===== src/rtl/core/rie_pkg.sv =====
`timescale 1ns / 1ps

package rie_pkg;

    // Mnemonic codes carried in the func field.
    typedef enum logic [4:0] {
        FUNC_ADD     = 5'd0,
        FUNC_SUB     = 5'd1,
        FUNC_AND     = 5'd2,
        FUNC_OR      = 5'd3,
        FUNC_XOR     = 5'd4,
        FUNC_SLL     = 5'd5,
        FUNC_SRL     = 5'd6,
        FUNC_SRA     = 5'd7,
        FUNC_SLT     = 5'd8,
        FUNC_MUL     = 5'd9,
        FUNC_DIV     = 5'd10,
        FUNC_REM     = 5'd11,
        FUNC_ADDI    = 5'd12,
        FUNC_ANDI    = 5'd13,
        FUNC_ORI     = 5'd14,
        FUNC_LB      = 5'd15,
        FUNC_LH      = 5'd16,
        FUNC_LW      = 5'd17,
        FUNC_LD      = 5'd18,
        FUNC_SB      = 5'd19,
        FUNC_SH      = 5'd20,
        FUNC_SW      = 5'd21,
        FUNC_SD      = 5'd22,
        FUNC_JALR    = 5'd23,
        FUNC_BEQ     = 5'd24,
        FUNC_BNE     = 5'd25,
        FUNC_BLT     = 5'd26,
        FUNC_BGE     = 5'd27,
        FUNC_LUI     = 5'd28,
        FUNC_AUIPC   = 5'd29,
        FUNC_JAL     = 5'd30,
        FUNC_UNKNOWN = 5'd31
    } func_t;

    // Instruction formats; FMT_BAD marks a mnemonic that has no encoding.
    typedef enum logic [2:0] {
        FMT_R   = 3'd0,
        FMT_I   = 3'd1,
        FMT_S   = 3'd2,
        FMT_B   = 3'd3,
        FMT_U   = 3'd4,
        FMT_J   = 3'd5,
        FMT_BAD = 3'd6
    } fmt_t;

    // Result status codes.
    typedef enum logic [1:0] {
        STATUS_OK      = 2'd0,
        STATUS_RANGE   = 2'd1,
        STATUS_UNKNOWN = 2'd2
    } status_t;

    // Major opcodes.
    localparam logic [6:0] OP_REG    = 7'b0110011;
    localparam logic [6:0] OP_IMM    = 7'b0010011;
    localparam logic [6:0] OP_LOAD   = 7'b0000011;
    localparam logic [6:0] OP_STORE  = 7'b0100011;
    localparam logic [6:0] OP_BRANCH = 7'b1100011;
    localparam logic [6:0] OP_JALR   = 7'b1100111;
    localparam logic [6:0] OP_LUI    = 7'b0110111;
    localparam logic [6:0] OP_AUIPC  = 7'b0010111;
    localparam logic [6:0] OP_JAL    = 7'b1101111;

    // funct7 values for the alternate ALU ops and the multiply/divide group.
    localparam logic [6:0] F7_BASE   = 7'b0000000;
    localparam logic [6:0] F7_ALT    = 7'b0100000;
    localparam logic [6:0] F7_MULDIV = 7'b0000001;

    // One accepted request as held in the input register.
    typedef struct packed {
        logic [4:0]  func;
        logic [4:0]  rd;
        logic [4:0]  rs1;
        logic [4:0]  rs2;
        logic [31:0] imm_value;
        logic [31:0] pc;
        logic [31:0] target_addr;
    } item_t;

    // Encoding table entry for one mnemonic.
    typedef struct packed {
        fmt_t       fmt;
        logic [6:0] opc;
        logic [2:0] f3;
        logic [6:0] f7;
    } enc_entry_t;

    function automatic enc_entry_t enc_lookup(input func_t func);
        enc_entry_t e;
        e = '{fmt: FMT_BAD, opc: 7'd0, f3: 3'd0, f7: F7_BASE};
        unique case (func)
            FUNC_ADD:   e = '{fmt: FMT_R, opc: OP_REG, f3: 3'd0, f7: F7_BASE};
            FUNC_SUB:   e = '{fmt: FMT_R, opc: OP_REG, f3: 3'd0, f7: F7_ALT};
            FUNC_AND:   e = '{fmt: FMT_R, opc: OP_REG, f3: 3'd7, f7: F7_BASE};
            FUNC_OR:    e = '{fmt: FMT_R, opc: OP_REG, f3: 3'd6, f7: F7_BASE};
            FUNC_XOR:   e = '{fmt: FMT_R, opc: OP_REG, f3: 3'd4, f7: F7_BASE};
            FUNC_SLL:   e = '{fmt: FMT_R, opc: OP_REG, f3: 3'd1, f7: F7_BASE};
            FUNC_SRL:   e = '{fmt: FMT_R, opc: OP_REG, f3: 3'd5, f7: F7_BASE};
            FUNC_SRA:   e = '{fmt: FMT_R, opc: OP_REG, f3: 3'd5, f7: F7_ALT};
            FUNC_SLT:   e = '{fmt: FMT_R, opc: OP_REG, f3: 3'd2, f7: F7_BASE};
            FUNC_MUL:   e = '{fmt: FMT_R, opc: OP_REG, f3: 3'd0, f7: F7_MULDIV};
            FUNC_DIV:   e = '{fmt: FMT_R, opc: OP_REG, f3: 3'd4, f7: F7_MULDIV};
            FUNC_REM:   e = '{fmt: FMT_R, opc: OP_REG, f3: 3'd6, f7: F7_MULDIV};
            FUNC_ADDI:  e = '{fmt: FMT_I, opc: OP_IMM, f3: 3'd0, f7: F7_BASE};
            FUNC_ANDI:  e = '{fmt: FMT_I, opc: OP_IMM, f3: 3'd7, f7: F7_BASE};
            FUNC_ORI:   e = '{fmt: FMT_I, opc: OP_IMM, f3: 3'd6, f7: F7_BASE};
            FUNC_LB:    e = '{fmt: FMT_I, opc: OP_LOAD, f3: 3'd0, f7: F7_BASE};
            FUNC_LH:    e = '{fmt: FMT_I, opc: OP_LOAD, f3: 3'd1, f7: F7_BASE};
            FUNC_LW:    e = '{fmt: FMT_I, opc: OP_LOAD, f3: 3'd2, f7: F7_BASE};
            FUNC_LD:    e = '{fmt: FMT_I, opc: OP_LOAD, f3: 3'd3, f7: F7_BASE};
            FUNC_SB:    e = '{fmt: FMT_S, opc: OP_STORE, f3: 3'd0, f7: F7_BASE};
            FUNC_SH:    e = '{fmt: FMT_S, opc: OP_STORE, f3: 3'd1, f7: F7_BASE};
            FUNC_SW:    e = '{fmt: FMT_S, opc: OP_STORE, f3: 3'd2, f7: F7_BASE};
            FUNC_SD:    e = '{fmt: FMT_S, opc: OP_STORE, f3: 3'd3, f7: F7_BASE};
            FUNC_JALR:  e = '{fmt: FMT_I, opc: OP_JALR, f3: 3'd0, f7: F7_BASE};
            FUNC_BEQ:   e = '{fmt: FMT_B, opc: OP_BRANCH, f3: 3'd0, f7: F7_BASE};
            FUNC_BNE:   e = '{fmt: FMT_B, opc: OP_BRANCH, f3: 3'd1, f7: F7_BASE};
            FUNC_BLT:   e = '{fmt: FMT_B, opc: OP_BRANCH, f3: 3'd4, f7: F7_BASE};
            FUNC_BGE:   e = '{fmt: FMT_B, opc: OP_BRANCH, f3: 3'd5, f7: F7_BASE};
            FUNC_LUI:   e = '{fmt: FMT_U, opc: OP_LUI, f3: 3'd0, f7: F7_BASE};
            FUNC_AUIPC: e = '{fmt: FMT_U, opc: OP_AUIPC, f3: 3'd0, f7: F7_BASE};
            FUNC_JAL:   e = '{fmt: FMT_J, opc: OP_JAL, f3: 3'd0, f7: F7_BASE};
            default:    e = '{fmt: FMT_BAD, opc: 7'd0, f3: 3'd0, f7: F7_BASE};
        endcase
        return e;
    endfunction

endpackage


===== src/rtl/core/rie_encode.sv =====
`timescale 1ns / 1ps

module rie_encode import rie_pkg::*; (
    input  item_t       item,
    output logic [31:0] machine_word,
    output status_t     status
);

    enc_entry_t  ent;
    logic [31:0] off;
    logic [31:0] imm;
    logic        imm12_ok;
    logic        imm20_ok;

    // Table lookup, branch and jump offset and immediate range checks.
    always_comb begin
        ent = enc_lookup(func_t'(item.func));
        off = item.target_addr - item.pc;
        imm = item.imm_value;
        // -2048..2047: bits 31..11 are all equal to the sign.
        imm12_ok = (&imm[31:11]) | ~(|imm[31:11]);
        // 0..1048575: nothing set above bit 19.
        imm20_ok = ~(|imm[31:20]);
    end

    // Field assembly per format; any error yields a zero word.
    always_comb begin
        machine_word = 32'd0;
        status       = STATUS_OK;
        unique case (ent.fmt)
            FMT_R: begin
                machine_word = {ent.f7, item.rs2, item.rs1, ent.f3, item.rd, ent.opc};
            end
            FMT_I: begin
                if (imm12_ok) begin
                    machine_word = {imm[11:0], item.rs1, ent.f3, item.rd, ent.opc};
                end else begin
                    status = STATUS_RANGE;
                end
            end
            FMT_S: begin
                if (imm12_ok) begin
                    machine_word = {imm[11:5], item.rs2, item.rs1, ent.f3, imm[4:0], ent.opc};
                end else begin
                    status = STATUS_RANGE;
                end
            end
            FMT_B: begin
                machine_word = {off[12], off[10:5], item.rs2, item.rs1, ent.f3,
                                off[4:1], off[11], ent.opc};
            end
            FMT_U: begin
                if (imm20_ok) begin
                    machine_word = {imm[19:0], item.rd, ent.opc};
                end else begin
                    status = STATUS_RANGE;
                end
            end
            FMT_J: begin
                machine_word = {off[20], off[10:1], off[11], off[19:12], item.rd, ent.opc};
            end
            default: begin
                status = STATUS_UNKNOWN;
            end
        endcase
    end

endmodule


===== src/rtl/core/riscv_instruction_encoder.sv =====
`timescale 1ns / 1ps

// Channel  Direction  Handshake           Payload
// s_       in         s_valid / s_ready   s_func s_rd s_rs1 s_rs2 s_imm_value s_pc s_target_addr
// m_       out        m_valid / m_ready   m_machine_word m_status
//
// One request is accepted per cycle while s_ready is high; its result passes
// through the input register and then the result register before it is offered
// on m_. The encoder between them is a table lookup, one 32-bit subtract and
// field selection.
// Synchronous active-low reset empties both stages.
// When m_ready is low a held result stays put; one more request can still be
// taken into the input register before s_ready falls.

module riscv_instruction_encoder import rie_pkg::*; (
    input  logic        aclk,
    input  logic        aresetn,
    input  logic        s_valid,
    output logic        s_ready,
    input  logic [4:0]  s_func,
    input  logic [4:0]  s_rd,
    input  logic [4:0]  s_rs1,
    input  logic [4:0]  s_rs2,
    input  logic [31:0] s_imm_value,
    input  logic [31:0] s_pc,
    input  logic [31:0] s_target_addr,
    output logic        m_valid,
    input  logic        m_ready,
    output logic [31:0] m_machine_word,
    output logic [1:0]  m_status
);

    item_t       in_item_reg;
    logic        in_valid_reg;
    logic [31:0] out_word_reg;
    status_t     out_status_reg;
    logic        out_valid_reg;

    logic        out_load;
    logic        in_load;
    logic [31:0] enc_word;
    status_t     enc_status;

    // Stage handshakes: the result register takes a new word when empty or drained.
    assign out_load = ~out_valid_reg | m_ready;
    assign s_ready  = ~in_valid_reg | out_load;
    assign in_load  = s_valid & s_ready;

    // Input register.
    always_ff @(posedge aclk) begin
        if (!aresetn) begin
            in_valid_reg <= 1'b0;
        end else if (s_ready) begin
            in_valid_reg <= s_valid;
        end
        if (in_load) begin
            in_item_reg <= '{func: s_func, rd: s_rd, rs1: s_rs1, rs2: s_rs2,
                             imm_value: s_imm_value, pc: s_pc,
                             target_addr: s_target_addr};
        end
    end

    rie_encode u_encode (
        .item         (in_item_reg),
        .machine_word (enc_word),
        .status       (enc_status)
    );

    // Result register.
    always_ff @(posedge aclk) begin
        if (!aresetn) begin
            out_valid_reg <= 1'b0;
        end else if (out_load) begin
            out_valid_reg <= in_valid_reg;
        end
        if (out_load && in_valid_reg) begin
            out_word_reg   <= enc_word;
            out_status_reg <= enc_status;
        end
    end

    assign m_valid        = out_valid_reg;
    assign m_machine_word = out_word_reg;
    assign m_status       = out_status_reg;

endmodule


===== config.mk =====
export PLATFORM = sky130hd
export DESIGN_NAME = riscv_instruction_encoder
export DESIGN_NICKNAME = d
export VERILOG_FILES = /design/src/rtl/core/rie_pkg.sv /design/src/rtl/core/rie_encode.sv /design/src/rtl/core/riscv_instruction_encoder.sv
export SDC_FILE = /design/constraint.sdc
export NUM_CORES = 1
export LEC_CHECK = 0
export ABC_AREA = 1
export BUFFER_PORTS_ARGS = -buffer_cell sky130_fd_sc_hd__buf_2
export CORE_MARGIN = 1.5
export CORE_UTILIZATION = 43
export CTS_CLUSTER_SIZE = 16
export DETAILED_ROUTE_END_ITERATION = 10
export GPL_ROUTABILITY_DRIVEN = 0
export PLACE_DENSITY_LB_ADDON = 0.15
export REMOVE_ABC_BUFFERS = 1
export SLEW_MARGIN = 20
export SYNTH_ARGS = -nofsm -noshare
export SYNTH_HDL_FRONTEND = slang
export SYNTH_HIERARCHICAL = 1
export SYNTH_SLANG_ARGS = --single-unit

===== constraint.sdc =====
create_clock -name aclk -period 3.1 [get_ports aclk]
set_clock_uncertainty 0.15 [all_clocks]
set_input_delay 0.31 -clock aclk [delete_from_list [all_inputs] [get_ports aclk]]
set_output_delay 0.31 -clock aclk [all_outputs]
set_load 0.005 [all_outputs]

-- Word level (Yosys, flattened, before mapping)
Memories as Yosys holds them, arrays and structs flattened. A register that Yosys moved wholly into a read port is not among the register bits.
Cells that the tools add are included.
- add/sub/neg operators: 1
- multiply operators: 0
- div/mod/pow operators: 0
- $lt $le $gt $ge: 0
- equal/unequal tests: 5
- shift operators: 0
- mux-type cells: 8
- bitwise gates (word level): 7
- reductions and logical operators: 7
- operator list (kind ; count):
    32-bit one-hot mux with 6 select lines ; 1
    32-bit two-way mux ; 3
    21-bit AND reduction ; 1
    21-bit OR reduction ; 1
    21-bit subtractor ; 1
    12-bit OR reduction ; 1
    3-bit by 2-bit == test with 1-bit output (second input constant) ; 2
    3-bit == test (second input constant) ; 2
    2-bit one-hot mux with 3 select lines ; 1
    5-bit two-way mux ; 1
    3-bit by 1-bit == test with 1-bit output (second input constant) ; 1
    3-bit zero test ; 1
    1-bit inverter ; 3
    1-bit bitwise OR ; 3
    3-bit OR reduction ; 1
    1-bit two-way mux ; 2
    2-bit OR reduction ; 1
    1-bit bitwise AND ; 1
    1-bit logical AND ; 1
- register bits after elaboration: 130
- bits in latches: 0
- RAM bits: 0
- bits in read-only memories: 480
- input bits: 120
- output and inout port bits: 36
- logic and storage cells: 40
- memories: 1
- memories (memory ; depth ; width ; rd ports ; clocked after memory_dff ; wr ports ; RTL line ; source):
    (name not given) ; 32 ; 15 ; 1 ; 1 ; 0 ; rie_pkg.sv:97 ; unique case (func)

-- Logic depth before layout (Yosys ltp)
- depth in word-level cells: 5
- mapped depth: 13
- depth with buffers taken out: 13

-- By module
Netlist, hierarchy kept.
- modules (own cells, without submodules) (module ; instances ; cells an instance ; area an instance (um^2) ; sequential area each (um^2)):
    riscv_instruction_encoder ; 1 ; 163 ; 4599.4 ; 4544.4
    rie_encode ; 1 ; 560 ; 2672.6 ; 0.0

-- Worst setup path after synthesis
Ideal clock, no wire load.
- path type: input to register
- start point: input m_ready
- end point: register in_item_reg[0] (netlist name), enable pin
- data arrival time: 2.737 ns
- path slack: -0.257 ns
- cell stages on the path: 4
- cell sequence: inv_1 nand3_2 nand2_1 inv_1
- longest elaborated chain between the ends: 3
- ends and longest elaborated chain (what ; RTL line ; source):
    start: declaration ; riscv_instruction_encoder.sv:28 ; input logic m_ready,
    1-bit bitwise OR ; riscv_instruction_encoder.sv:45 ; assign out_load = ~out_valid_reg | m_ready;
    1-bit bitwise OR ; riscv_instruction_encoder.sv:46 ; assign s_ready = ~in_valid_reg | out_load;
    via s_ready ; riscv_instruction_encoder.sv:19 ; output logic s_ready,
    1-bit bitwise AND ; riscv_instruction_encoder.sv:47 ; assign in_load = s_valid & s_ready;
    via in_load ; riscv_instruction_encoder.sv:40 ; logic in_load;
    end signal: assignment ; riscv_instruction_encoder.sv:57 ; in_item_reg <= '{func: s_func, rd: s_rd, rs1: s_rs1, rs2: s_rs2,
    end: declaration ; riscv_instruction_encoder.sv:33 ; item_t in_item_reg;
The timed path passes the listed nets, and every way through them passes these cells.
A chain may end at the register's enable or synchronous reset.

==> results.yml <==
yosys:
  syn_area_per_cell_um2: 9.43
  yosysWarnings: 6
  syn_area_um2: 6610
  synthCells: 701
die:
  die_w_um: 127
  die_h_um: 127
  io_pins: 156
  num_rows: 45
  die_area_um2: 16100
  initial_core_util_pct: 43.8
  core_um2: 15100
layout:
  antenna_cells: 0
  final_cells: 1147
  fillers: 1288
  drive_above_1_share_pct: 20.0
  syn_to_final_growth_pct: 37.3
  final_net_count: 1092
  largest_register_ffs: 94
pwr:
  p_leak_nw: 4.23
  p_per_area_nw_per_um2: 534
  ir_drop_v: 0.000416
  power_mw: 4.84
setup_path:
  critical_path_arrival_ps: 2410
  path_cells: "inv_1, ha_1, inv_1, nand3_1, nand3_2, nand2_2, nor2_1, nand2_1, nand2_1, nand2_1, nand4_1"
  critical-path-max-stage-delay_ps: 480
  crit_cells: 11
  r2r_start: "in_item_reg[111]$_DFFE_PP_"
  r2r_cells: 11
  crit_path_end_kind: "flip-flop"
  cp-startpoint: "in_item_reg[111]$_DFFE_PP_"
  worstSetupStartpointType: "flip-flop"
  crit_buf_inv: 2
  crit_fanout: 6
  reg2reg_to: "m_machine_word[20]$_DFFE_PP_"
  rrSetupSlack_ps: 670
  worstSetupEndpoint: "m_machine_word[20]$_DFFE_PP_"
  crit_family: "simple AND/OR/NAND/NOR gates"
  worstPathRequired_ps: 3090
  crit_top_cell: "nand2_1"
  crit_slowest_cell: "edfxtp_1"
  worstSetupPathType: "reg -> reg"
route:
  vias: 5604
  dr.pass1.iters: 5
  drtIter0Drc: 398
  drcViolationCount: 0
  wl_per_cell_um: 14.6
  post_drt_via_cell_ratio: 4.89
  totalWireLength_um: 16800
  detail-route-antenna-nets: 0
sta:
  worst_pin_slew_ps: 536
  relSlewSlack_pct: 64.3
  hold_violations: 0
  setup_viol: 0
  holdWs_ps: 73.9
  final.min_clock_period_ps: 2430
  setup_ws_ps: 670
  period_share_pct: 78.4
  fin_tns_setup_ps: 0
  slew_violations: 0
  fmax_mhz: 412
  rsz0062_at_grt: "no"
status:
  outcome: "finished, final reports clean"
global_route:
  grt.total_usage_pct: 21.7
  grt_pass1_wl_um: 26700
  grt_max_degree: 52
  antenna_found_initial: 0
  overflow: 0
  grt_pass1_vias: 5583
clock_tree:
  cts.clk_slew.worst_paths_ps: 60
  cts_made_buffers: 17
  cts_sinks: 130
  htreeDepth: 4
  cts_tree: "built"
  cts_max_path_buffers: 2
  root_buffer: "clkbuf_16"
  clock_latency_ps: 420
run:
  maxCapViolations: 0
place:
  place_ws_ps: 714
  hpwlAfterDp_um: 11900
  numPortBuffers: 133
  dp.cells: 1019
min_path:
  hp-class: "in -> reg"
## report_power, final
part	internal [mW]	total, mW	switching [mW]
registers	2.06	2.11	0.0478
clock network	1.28	2.05	0.778
logic	0.291	0.684	0.393
## tightest hold or removal path: cells and delay by family
| family | cells | cell delay (ps) |
|---|---|---|
| AOI/OAI and AO/OA | 1 | 50 |
| buffers and inverters | 2 | 160 |
| and+or+nand+nor | 1 | 70 |
## worst min-delay path by stage
stage,from,end,slack (ps),depth (start not counted)
2_1_floorplan,s_target_addr[0],in_item_reg[0]$_DFFE_PP_,260,0
3_3_place_gp,in_valid_reg$_SDFFE_PN0P_,in_valid_reg$_SDFFE_PN0P_,330,2
3_5_place_dp,s_pc[20],in_item_reg[52]$_DFFE_PP_,340,1
4_1_cts,m_ready,m_valid$_SDFFE_PN0P_,50,4
5_1_grt,m_ready,m_valid$_SDFFE_PN0P_,80,4
6_report,m_ready,m_valid$_SDFFE_PN0P_,70,4
## cells in the final DEF (no fill, tap or decap), types with 15 or more instances in the layout
cell             n
nor2_1          56
ha_1            25
nand3_1         50
a21oi_1         22
clkbuf_16       17
edfxtp_1       128
dlygate4sd3_1   96
nand4_1         15
inv_1          110
nand2_1        229
buf_2          133
## routing by layer
metal | part of all wire (%) | global-route usage [%]
met5 | 0 | 0
met4 | 2.3 | 9.29
met3 | 5.6 | 4.06
met2 | 48 | 36.8
met1 | 44 | 27.3
## timing repair
item                                   4_1_cts  5_1_grt
endpoints found under the hold margin       96        0
hold buffers                                96        0
setup buffers                                0        0
resized for setup                            0        0
## through the flow
stage | util, % | area (um^2)
3_3_place_gp | 49.8 | 7510
2_1_floorplan | - | 6560
4_1_cts | 60.1 | 9080
3_5_place_dp | 49.8 | 7510
6_report | 60.1 | 9080
5_1_grt | 60.1 | 9080
## cell type report
cell class	instances	area, um^2	share of cell area (%)
Sequential cell	130	3880	42.8
Multi-Input combinational cell	449	2250	24.8
Timing Repair Buffer	232	1660	18.3
Inverter	116	437	4.81
Clock buffer	18	429	4.73
Tap cell	188	235	2.59
Clock inverter	14	175	1.93
(Power assumes the default switching activity.)
